### src/design/gse_pkg.sv
// ----------------------------------------------------------------------------
// gse_pkg
// Shared types and constants of the GF(2) syndrome engine: beat layout,
// command and register codes, and the accumulator control bundle.
// ----------------------------------------------------------------------------
package gse_pkg;

  // default matrix geometry
  localparam int DEF_MAX_ROWS = 32;
  localparam int DEF_MAX_COLS = 64;

  // fixed field widths
  localparam int VEC_W      = 64;
  localparam int IDX_W      = 6;
  localparam int TGT_W      = 32;
  localparam int ROW_IDX_W  = 5;
  localparam int CMD_W      = 3;
  localparam int ROWS_REG_W = 6;
  localparam int COLS_REG_W = 7;
  localparam int CMPC_REG_W = 6;

  // beat widths
  localparam int IN_TDATA_W  = 168;
  localparam int OUT_TDATA_W = 72;
  localparam int CFG_IDX_W   = 2;
  localparam int CFG_DATA_W  = 7;

  typedef logic [CMD_W-1:0]     cmd_t;
  typedef logic [CFG_IDX_W-1:0] reg_idx_t;

  // command codes
  localparam cmd_t CMD_LOAD  = 3'd0;
  localparam cmd_t CMD_SYN   = 3'd1;
  localparam cmd_t CMD_TRN   = 3'd2;
  localparam cmd_t CMD_CHK   = 3'd3;
  localparam cmd_t CMD_CHKZ  = 3'd4;

  // register indexes
  localparam reg_idx_t REG_ROWS = 2'd0;
  localparam reg_idx_t REG_COLS = 2'd1;
  localparam reg_idx_t REG_CMPC = 2'd2;

  // accumulator control bundle
  typedef struct packed {
    logic             clear;
    logic             step;
    logic             transpose;
    logic [IDX_W-1:0] pos;
  } acc_ctrl_t;

endpackage

### src/design/gf2_syndrome_engine_unit.sv
// ----------------------------------------------------------------------------
// gf2_syndrome_engine_unit
// GF(2) parity-check matrix store with syndrome, transpose product and
// syndrome check commands, one stored row handled per cycle.
// ----------------------------------------------------------------------------
//  channel  | dir | handshake           | payload
//  ---------+-----+---------------------+----------------------------------
//  in_      | in  | in_tvalid/in_tready | tuser: command; tdata: row fields
//  out_     | out | out_tvalid/tready   | tdata: result_vector, verdict
//  cfg_     | in  | cfg_valid/cfg_ready | cfg_index, cfg_data
//
//  load row and unknown commands give no result beat
//  product and check commands hold in_tready low from accept until the result
//  beat is registered, through the run and finish states over the n rows in use;
//  the row loop reads one matrix row per cycle through one read port
//  rst_n is synchronous; the matrix memory is not cleared
//  a waiting result beat does not block loads; a new result waits for it
// ----------------------------------------------------------------------------
module gf2_syndrome_engine_unit
  import gse_pkg::*;
#(
  parameter int MAX_ROWS = DEF_MAX_ROWS,
  parameter int MAX_COLS = DEF_MAX_COLS
) (
  input  logic                   clk,
  input  logic                   rst_n,
  // slave stream
  input  logic                   in_tvalid,
  output logic                   in_tready,
  // [4:0] row_index, [68:5] row_bits, [132:69] vector,
  // [164:133] target_syndrome, [167:165] zero
  input  logic [IN_TDATA_W-1:0]  in_tdata,
  // [2:0] command
  input  logic [CMD_W-1:0]       in_tuser,
  // master stream
  output logic                   out_tvalid,
  input  logic                   out_tready,
  // [63:0] result_vector, [64] verdict, [71:65] zero
  output logic [OUT_TDATA_W-1:0] out_tdata,
  // configuration writes
  input  logic                   cfg_valid,
  output logic                   cfg_ready,
  input  logic [CFG_IDX_W-1:0]   cfg_index,
  input  logic [CFG_DATA_W-1:0]  cfg_data
);

  localparam int AW = (MAX_ROWS > 1) ? $clog2(MAX_ROWS) : 1;
  localparam int CW = $clog2(MAX_ROWS + 1);

  typedef enum logic [1:0] {
    S_IDLE,
    S_RUN,
    S_FIN
  } state_t;

  // beat fields
  cmd_t                 in_cmd;
  logic [ROW_IDX_W-1:0] in_row_idx;
  logic [VEC_W-1:0]     in_row_bits;
  logic [VEC_W-1:0]     in_vec;
  logic [TGT_W-1:0]     in_target;

  assign in_cmd      = in_tuser;
  assign in_row_idx  = in_tdata[4:0];
  assign in_row_bits = in_tdata[68:5];
  assign in_vec      = in_tdata[132:69];
  assign in_target   = in_tdata[164:133];

  // configuration registers
  logic [ROWS_REG_W-1:0] rows_in_use_r;
  logic [COLS_REG_W-1:0] cols_in_use_r;
  logic [CMPC_REG_W-1:0] compare_count_r;

  assign cfg_ready = 1'b1;

  always_ff @(posedge clk) begin
    if (!rst_n) begin
      rows_in_use_r   <= ROWS_REG_W'(32);
      cols_in_use_r   <= COLS_REG_W'(64);
      compare_count_r <= CMPC_REG_W'(32);
    end else if (cfg_valid && cfg_ready) begin
      case (cfg_index)
        REG_ROWS: rows_in_use_r   <= cfg_data[ROWS_REG_W-1:0];
        REG_COLS: cols_in_use_r   <= cfg_data[COLS_REG_W-1:0];
        REG_CMPC: compare_count_r <= cfg_data[CMPC_REG_W-1:0];
        default:  ;
      endcase
    end
  end

  // sizes in effect, saturated to the storage
  logic [CW-1:0]    eff_rows;
  logic [VEC_W-1:0] col_mask;
  logic [TGT_W-1:0] cmp_mask;

  always_comb begin
    int ncols;
    int ncmp;
    if (int'(rows_in_use_r) > MAX_ROWS) begin
      eff_rows = CW'(MAX_ROWS);
    end else begin
      eff_rows = CW'(rows_in_use_r);
    end
    ncols = int'(cols_in_use_r);
    if (ncols > MAX_COLS) begin
      ncols = MAX_COLS;
    end
    if (ncols >= VEC_W) begin
      col_mask = '1;
    end else begin
      col_mask = (VEC_W'(1) << ncols) - VEC_W'(1);
    end
    ncmp = int'(compare_count_r);
    if (ncmp > int'(eff_rows)) begin
      ncmp = int'(eff_rows);
    end
    if (ncmp >= TGT_W) begin
      cmp_mask = '1;
    end else begin
      cmp_mask = (TGT_W'(1) << ncmp) - TGT_W'(1);
    end
  end

  // sequencer registers
  state_t               state_r,     state_nxt;
  logic [CW-1:0]        issue_idx_r, issue_idx_nxt;
  logic                 pend_r,      pend_nxt;
  logic [AW-1:0]        pend_idx_r,  pend_idx_nxt;
  cmd_t                 cmd_r,       cmd_nxt;
  logic [CW-1:0]        rows_r,      rows_nxt;
  logic [VEC_W-1:0]     col_mask_r,  col_mask_nxt;
  logic [TGT_W-1:0]     cmp_mask_r,  cmp_mask_nxt;
  logic [VEC_W-1:0]     vec_r,       vec_nxt;
  logic [TGT_W-1:0]     target_r,    target_nxt;
  logic                 out_valid_r, out_valid_nxt;
  logic [VEC_W-1:0]     out_vec_r,   out_vec_nxt;
  logic                 out_verd_r,  out_verd_nxt;

  logic                 in_fire;
  logic                 is_product;
  logic                 issue_go;
  logic                 out_free;
  logic                 verdict;
  logic [VEC_W-1:0]     acc;
  logic [TGT_W-1:0]     syn_lo;
  acc_ctrl_t            acc_ctrl;

  assign in_tready  = (state_r == S_IDLE);
  assign in_fire    = in_tvalid && in_tready;
  assign is_product = (in_cmd == CMD_SYN) || (in_cmd == CMD_TRN) ||
                      (in_cmd == CMD_CHK) || (in_cmd == CMD_CHKZ);
  assign issue_go   = (state_r == S_RUN) && (issue_idx_r != rows_r);
  assign out_free   = !out_valid_r || out_tready;

  // verdict of the check commands over the compared bits
  assign syn_lo = acc[TGT_W-1:0];
  always_comb begin
    logic match;
    logic zero;
    match   = ((syn_lo ^ target_r) & cmp_mask_r) == '0;
    zero    = (syn_lo & cmp_mask_r) == '0;
    verdict = ((cmd_r == CMD_CHK) && match) ||
              ((cmd_r == CMD_CHKZ) && (match || zero));
  end

  // next-state logic
  always_comb begin
    state_nxt     = state_r;
    issue_idx_nxt = issue_idx_r;
    pend_nxt      = issue_go;
    pend_idx_nxt  = issue_idx_r[AW-1:0];
    cmd_nxt       = cmd_r;
    rows_nxt      = rows_r;
    col_mask_nxt  = col_mask_r;
    cmp_mask_nxt  = cmp_mask_r;
    vec_nxt       = vec_r;
    target_nxt    = target_r;
    out_valid_nxt = out_valid_r && !out_tready;
    out_vec_nxt   = out_vec_r;
    out_verd_nxt  = out_verd_r;
    case (state_r)
      S_IDLE: begin
        if (in_fire && is_product) begin
          state_nxt     = S_RUN;
          issue_idx_nxt = '0;
          cmd_nxt       = in_cmd;
          rows_nxt      = eff_rows;
          col_mask_nxt  = col_mask;
          cmp_mask_nxt  = cmp_mask;
          vec_nxt       = in_vec;
          target_nxt    = in_target;
        end
      end
      S_RUN: begin
        if (issue_go) begin
          issue_idx_nxt = issue_idx_r + CW'(1);
        end else if (!pend_r) begin
          state_nxt = S_FIN;
        end
      end
      S_FIN: begin
        if (out_free) begin
          state_nxt     = S_IDLE;
          out_valid_nxt = 1'b1;
          out_vec_nxt   = acc;
          out_verd_nxt  = verdict;
        end
      end
      default: state_nxt = S_IDLE;
    endcase
  end

  // state and registered outputs
  always_ff @(posedge clk) begin
    if (!rst_n) begin
      state_r     <= S_IDLE;
      issue_idx_r <= '0;
      pend_r      <= 1'b0;
      out_valid_r <= 1'b0;
    end else begin
      state_r     <= state_nxt;
      issue_idx_r <= issue_idx_nxt;
      pend_r      <= pend_nxt;
      out_valid_r <= out_valid_nxt;
    end
    pend_idx_r <= pend_idx_nxt;
    cmd_r      <= cmd_nxt;
    rows_r     <= rows_nxt;
    col_mask_r <= col_mask_nxt;
    cmp_mask_r <= cmp_mask_nxt;
    vec_r      <= vec_nxt;
    target_r   <= target_nxt;
    out_vec_r  <= out_vec_nxt;
    out_verd_r <= out_verd_nxt;
  end

  // matrix memory, one write and one registered read port
  logic [MAX_COLS-1:0] mem_r [MAX_ROWS];
  logic [MAX_COLS-1:0] rd_data_r;

  always_ff @(posedge clk) begin
    if (in_fire && (in_cmd == CMD_LOAD) && (int'(in_row_idx) < MAX_ROWS)) begin
      mem_r[AW'(in_row_idx)] <= in_row_bits[MAX_COLS-1:0];
    end
    if (issue_go) begin
      rd_data_r <= mem_r[issue_idx_r[AW-1:0]];
    end
  end

  // shared row unit
  assign acc_ctrl.clear     = in_fire && is_product;
  assign acc_ctrl.step      = pend_r;
  assign acc_ctrl.transpose = (cmd_r == CMD_TRN);
  assign acc_ctrl.pos       = IDX_W'(pend_idx_r);

  gse_accum u_accum (
    .clk      (clk),
    .ctrl     (acc_ctrl),
    .row_data (VEC_W'(rd_data_r)),
    .vec      (vec_r),
    .col_mask (col_mask_r),
    .acc      (acc)
  );

  // result beat
  assign out_tvalid = out_valid_r;
  assign out_tdata  = {7'd0, out_verd_r, out_vec_r};

`ifndef SYNTHESIS
  // the row loop never reads past the rows in use
  a_issue_bound: assert property (@(posedge clk) disable iff (!rst_n)
    (state_r == S_RUN) |-> (issue_idx_r <= rows_r))
    else $error("row issue index beyond rows in use");

  // no row still in flight when the loop ends
  a_drain: assert property (@(posedge clk) disable iff (!rst_n)
    (state_r == S_FIN) |-> !pend_r)
    else $error("row step pending after loop end");

  // products give a zero verdict
  a_verdict: assert property (@(posedge clk) disable iff (!rst_n)
    ((state_r == S_FIN) && out_free && ((cmd_r == CMD_SYN) || (cmd_r == CMD_TRN)))
    |=> !out_verd_r)
    else $error("verdict set for a plain product");

  // a result beat is never overwritten while waiting
  a_no_overwrite: assert property (@(posedge clk) disable iff (!rst_n)
    (out_valid_r && !out_tready) |=> (out_valid_r && $stable(out_vec_r)))
    else $error("waiting result beat overwritten");
`endif

endmodule

### src/design/gse_accum.sv
// ----------------------------------------------------------------------------
// gse_accum
// Shared row unit: masks one matrix row per step and either folds its parity
// against the vector into one syndrome bit, or xors it into acc if vec[pos].
// ----------------------------------------------------------------------------
module gse_accum
  import gse_pkg::*;
(
  input  logic             clk,
  input  acc_ctrl_t        ctrl,
  input  logic [VEC_W-1:0] row_data,
  input  logic [VEC_W-1:0] vec,
  input  logic [VEC_W-1:0] col_mask,
  output logic [VEC_W-1:0] acc
);

  logic [VEC_W-1:0] acc_r;
  logic [VEC_W-1:0] acc_nxt;
  logic [VEC_W-1:0] masked_row;
  logic             row_par;

  // row limited to the columns in use
  assign masked_row = row_data & col_mask;
  assign row_par    = ^(masked_row & vec);

  // one step: syndrome bit or transpose xor
  always_comb begin
    acc_nxt = acc_r;
    if (ctrl.clear) begin
      acc_nxt = '0;
    end else if (ctrl.step) begin
      if (ctrl.transpose) begin
        if (vec[ctrl.pos]) begin
          acc_nxt = acc_r ^ masked_row;
        end
      end else begin
        acc_nxt = acc_r | (VEC_W'(row_par) << ctrl.pos);
      end
    end
  end

  always_ff @(posedge clk) begin
    acc_r <= acc_nxt;
  end

  assign acc = acc_r;

endmodule
### config.mk
export PLATFORM = sky130hd
export DESIGN_NAME = gf2_syndrome_engine_unit
export DESIGN_NICKNAME = d
export VERILOG_FILES = /design/src/design/gse_pkg.sv /design/src/design/gf2_syndrome_engine_unit.sv /design/src/design/gse_accum.sv
export SDC_FILE = /design/constraint.sdc
export NUM_CORES = 2
export LEC_CHECK = 0
export BUFFER_PORTS_ARGS = -buffer_cell sky130_fd_sc_hd__buf_4
export CAP_MARGIN = 20
export CORE_ASPECT_RATIO = 1.75
export CORE_MARGIN = 2
export CORE_UTILIZATION = 50
export DETAILED_ROUTE_END_ITERATION = 16
export PLACE_DENSITY = 0.76
export SYNTH_ARGS = -nofsm -noshare
export SYNTH_HDL_FRONTEND = slang
export SYNTH_HIERARCHICAL = 1
export SYNTH_SLANG_ARGS = --single-unit
export TNS_END_PERCENT = 10
### constraint.sdc
create_clock -name clk -period 6 [get_ports clk]
set_input_delay 0.6 -clock clk [delete_from_list [all_inputs] [get_ports clk]]
set_output_delay 0.6 -clock clk [all_outputs]
set_load 0.01 [all_outputs]
* Word-level counts from Yosys, hierarchy flattened *
Memory sizes are Yosys's and may differ from the RTL's. A register that Yosys moved wholly into a read port is not among the register bits.
Cells that the tools add are included.

storage, ports and cells
  memories kept = 1
  RAM bits = 2048
  bits of input ports = 185
  register bits after elaboration = 364
  word-level logic and storage cells = 104
  output and inout bits = 75

operators by class
  mux-type cells = 19
  shift operators = 3
  bitwise operators = 7
  magnitude comparators = 6
  reductions and logical operators = 30
  add/sub/neg operators = 3
  eq/ne operators = 18

memories
  memory  words  width  read ports  clocked after memory_dff  wr ports  RTL line                         source
  mem_r   32     64     1           1                         1         gf2_syndrome_engine_unit.sv:238  logic [MAX_COLS-1:0] mem_r [MAX_ROWS];

operator list
  operator               count
  $and 64x64->64         2
  $mux 64                2
  $and 32x32->32         2
  $logic_not 32->1       2
  $or 64x64->64          1
  $reduce_xor 64->1      1
  $shl 1x32->64 const A  1
  $shl 1x5->64           1
  $sub 64x2->64 const B  1
  $xor 64x64->64         1
  $ge 32x7->1 const B    1
  $ge 32x8->1 const B    1
  $shl 1x32->32 const A  1
  $sub 32x2->32 const B  1
  $xor 32x32->32         1
  $mux 6                 4
  $eq 3x2->1 const B     4
  $pmux 6 s2             1
  $reduce_and 2->1       6
  $mux 2                 4
  $ne 2x2->1 const B     4
  $gt 7x7->1 const B     1
  $logic_and 1x1->1      7
  $lt 5x7->1 const B     1
  20 further kinds       35

* Longest topological paths before layout *
  word-level depth = 7
  gate-level depth with buffers = 18

* By module *
Netlist, hierarchy kept.

by module, submodules not included
  module                    cells each  instances  area each (µm²)
  gf2_syndrome_engine_unit  4070        1          92809.0
  gse_accum                 615         1          4962.3

* Worst setup path before layout *
No wires, ideal clock.

  kind = input to register
  start point = input port in_tvalid
  end point = register cmd_r[0], enable pin
  stages on the path = 2
  setup slack = -0.124 ns
  setup time = 0.587 ns
  data required time = 5.413 ns
  data arrival time = 5.537 ns
  path through = nor3b_1 > and3b_1

on the way
  word-level cells in the longest chain between the ends = 3

RTL lines
  element                            RTL line                         source
  from (decl)                        gf2_syndrome_engine_unit.sv:28   input logic in_tvalid,
  $logic_and 1x1->1                  gf2_syndrome_engine_unit.sv:149  assign in_fire = in_tvalid && in_tready;
  $logic_and 1x1->1                  gf2_syndrome_engine_unit.sv:183  if (in_fire && is_product) begin
  $reduce_and 2->1 (no source line)  -
  to (signal assigned)               gf2_syndrome_engine_unit.sv:227  cmd_r <= cmd_nxt;
  to (decl)                          gf2_syndrome_engine_unit.sv:129  cmd_t cmd_r, cmd_nxt;

No other way between the ends.
A chain may end at the register's enable or synchronous reset.

* Worst setup path after layout *
  start point = register rows_in_use_r[5]
  end point = register cmp_mask_r[22] (data pin)

on the way
  word-level cells in the longest chain between the ends = 6
  elaborated cells on any way between the ends = 7

RTL lines
  element                 RTL line                         source
  from (decl)             gf2_syndrome_engine_unit.sv:70   logic [ROWS_REG_W-1:0] rows_in_use_r;
  from (signal assigned)  gf2_syndrome_engine_unit.sv:83   REG_ROWS: rows_in_use_r <= cfg_data[ROWS_REG_W-1:0];
  $gt 6x6->1              gf2_syndrome_engine_unit.sv:99   if (int'(rows_in_use_r) > MAX_ROWS) begin
  $mux 6 (*)              gf2_syndrome_engine_unit.sv:99
  $gt 6x6->1              gf2_syndrome_engine_unit.sv:114  if (ncmp > int'(eff_rows)) begin
  $mux 6 (*)              gf2_syndrome_engine_unit.sv:114
  $shl 1x32->32           gf2_syndrome_engine_unit.sv:120  cmp_mask = (TGT_W'(1) << ncmp) - TGT_W'(1);
  $sub 32x2->32           gf2_syndrome_engine_unit.sv:120
  to (signal assigned)    gf2_syndrome_engine_unit.sv:230  cmp_mask_r <= cmp_mask_nxt;
  to (decl)               gf2_syndrome_engine_unit.sv:132  logic [TGT_W-1:0] cmp_mask_r, cmp_mask_nxt;

Mark *: on every way between the ends. The rest lies on a longest branch, timed or not.

==> metrics.txt <==
outcome finished clean; GPL Wtd Cong 0.991; clock-pin slew of the registers on the worst-case setup and hold paths 0.07 ns; vias in the first global route approximately 53k; Final HPWL DP 150 mm; CP endpoint kind flip-flop; number of flops mapped to enable cells by yosys 2378; fin. max-slew vios 0; most frequent cells in the layout 2378 x edfxtp_1, 651 x mux4_2, 323 x buf_4, 205 x clkbuf_16, 162 x nand2_1; fmax 223 MHz; Worst Slack Setup Final roughly 1.5 ns; total power 0.0343 W; CP Cell Sequence nand2b_1, ha_1, nor2b_1, o21a_1, o31ai_4, buf_4, mux2_2, nand2_1, ha_1, o221ai_2, a211oi_1, mux2i_1; Total Wirelength 279 mm; worst setup path endpoint cmp_mask_r[22]; clock sink count 2476; CTS Buf Count 205; synthesized flop and latch total 2476; Worst path max stage delay 0.54 ns; vias per inst approximately 6.6; first-pass GRT wire length between 300 and 400 mm; FF-to-FF Start rows_in_use_r[5]; leakage power between 30 and 40 nW; area of the mapped netlist 97800 sq um; CTS max path bufs 4; routed vias 51.7k; DR DRC count 0; crit path launch rows_in_use_r[5]; setup TNS 0 ns; fin cells about 7.9k; CORE AREA 194000 sq um; Hold Worst Slack between 0.1 and 0.15 ns; I/O pins 260; Rows 214; CP dominant cell by count ha_1; RSZ-0062 raised after global routing no; gr usage total 27.9%; ANT nets after route 0; First DRT Iteration DRCs 6776; die area about 200000 sq um; CP max FO 34; CP required 6.55 ns; Register-to-Register Path Depth 12; post-CTS resize count 0; Clk Latency, worst-skew pair 0.86 ns; Area Growth Syn to Fin 13.6%; Worst-Margin Slew 1.19 ns; cell count after synthesis ~4.7k; Worst VDD drop approximately 0.00026 V; Port-buffer cells 248; HP Class input pin to flip-flop; largest net degree at the start of global routing 108; YS warnings 6; fin crit share 74.7%; final count of hold timing violations 0; initial antenna violation count 31; pwr/cell area 309 nW/um^2; TritonCTS clock tree yes; Clk Tree Root Cell clkbuf_16; r2r setup slk 1.52 ns; sequential share of the synthesized area 75.0%; Reg-to-Reg End cmp_mask_r[22]; Setup CP Type flip-flop to flip-flop; commonest non-fill, non-tap cell in the layout edfxtp_1; Max-slew headroom 20.0%; slowest cell on the critical path dfxtp_1; Initial Util 50.3%; max cap viols 0; Layout Nets around 5.3k; Post-synth ARST share 0%; clock skew between 0.05 and 0.06 ns; Final Setup Violations 0; Post-Place Worst Slack 1.67 ns; layout cells sized above 1 27.4%; DP Cell Count 7381; Overflow after GRT 0; post-synth cell types 80; startpoint types flip-flop; fin crit period roughly 4.5 ns; syn avg cell area 20.9 sq um; crit path DAT 5.03 ns; Die Wd between 300 and 400 microns; TritonRoute pass-1 iters 7; H-tree depth 4; ys flop type edfxtp_1; Chip Height 589 microns; WL per Instance 35.4 microns
[worst min path at each step]
stage                          from                 end  cells past startpoint  slack (ns)
floorplan            issue_idx_r[2]       pend_idx_r[2]                      0        0.33
global placement    u_accum/acc[36]       out_vec_r[36]                      0        0.47
detailed placement  u_accum/acc[33]       out_vec_r[33]                      0        0.48
CTS                     cfg_data[5]    cols_in_use_r[5]                      3        0.07
global route            cfg_data[5]  compare_count_r[5]                      3         0.1
finish                  cfg_data[5]    cols_in_use_r[5]                      3        0.11
[through the flow]
| step | util [%] | cell area, sq um |
|---|---|---|
| after global routing | 57.1 | 111000 |
| after detailed placement | 53.1 | 103000 |
| final | 57.1 | 111000 |
| after floorplan | - | 97800 |
| after CTS | 57.1 | 111000 |
| after global placement | 53.1 | 103000 |
[registers in the layout, summed over array words and instances, names as in the netlist, 7 cells and up]
register and count:
cmp_mask_r 32, mem_r 2048, cols_in_use_r 7, col_mask_r 64
rd_data_r 64, u_accum/acc 64, target_r 32, vec_r 64
out_vec_r 64
[worst max-delay path, delay by kind of cell (launching register included)]
kind	cells	cell delay, ns
buf+inv	1	0.43
fa+ha+maj	2	0.62
compound gates	4	1.36
simple gates	3	0.59
flops	1	0.54
mux	2	0.63
[what timing repair did]
action                    4_1_cts  5_1_grt
buffers inserted                0        0
hold endpoints to repair      100        0
hold buffers                  100        0
[cell families (layout without fill, tap and decap cells)]
group	Yosys count	count (layout)	synth area share [%]
compound gates	425	425	2.93
flops	2476	2476	75.0
fa+ha+maj	9	9	0.115
mux	774	774	16.4
xor+xnor	117	117	1.06
buf+inv	287	844	1.37
simple gates	595	595	3.05
other cells	2	28	0.00768
[cells in the mapped netlist (43+ instances only)]
| cell | instances | area, sq um |
|---|---|---|
| a21oi_1 | 111 | 556 |
| mux2i_1 | 45 | 450 |
| nor2_1 | 90 | 338 |
| xor2_1 | 60 | 526 |
| mux2_2 | 73 | 822 |
| nor4_1 | 73 | 457 |
| xnor2_1 | 56 | 490 |
| buf_2 | 58 | 290 |
| edfxtp_1 | 2378 | 71400 |
| dfxtp_1 | 98 | 1960 |
| nand3_1 | 120 | 601 |
| clkbuf_1 | 142 | 533 |
| o21ai_0 | 43 | 215 |
| mux4_2 | 651 | 14700 |
| a31oi_1 | 80 | 500 |
| nand2_1 | 162 | 608 |
[layout make-up]
type	count	area (sq um)
diodes	12	30.0
clock buffers	238	5280
clock inverters	128	1500
fillers	13700	83300
inverters	20	75.1
multi-input cells	1936	23400
flip-flops and latches	2476	73400
well taps	2592	3240
repair buffers	458	4110
[per-layer routing]
metal  track usage (%)  vias up  routed length (microns)
met3              5.39      792                    25600
met1              32.5    26900                    90100
met4              15.3       28                    18000
li1                  -    20500                        -
met2              48.6     3443                   145000
met5                 0        -                      190
[where the power goes]
group / switching, W / internal, W / total (W)
logic: 0.000782 / 0.000496 / 0.00128
clock network: 0.00611 / 0.00773 / 0.0138
registers: 0.000110 / 0.0190 / 0.0191
total: 0.00700 / 0.0273 / 0.0343
No activity file was read; power rests on OpenSTA's default activity.
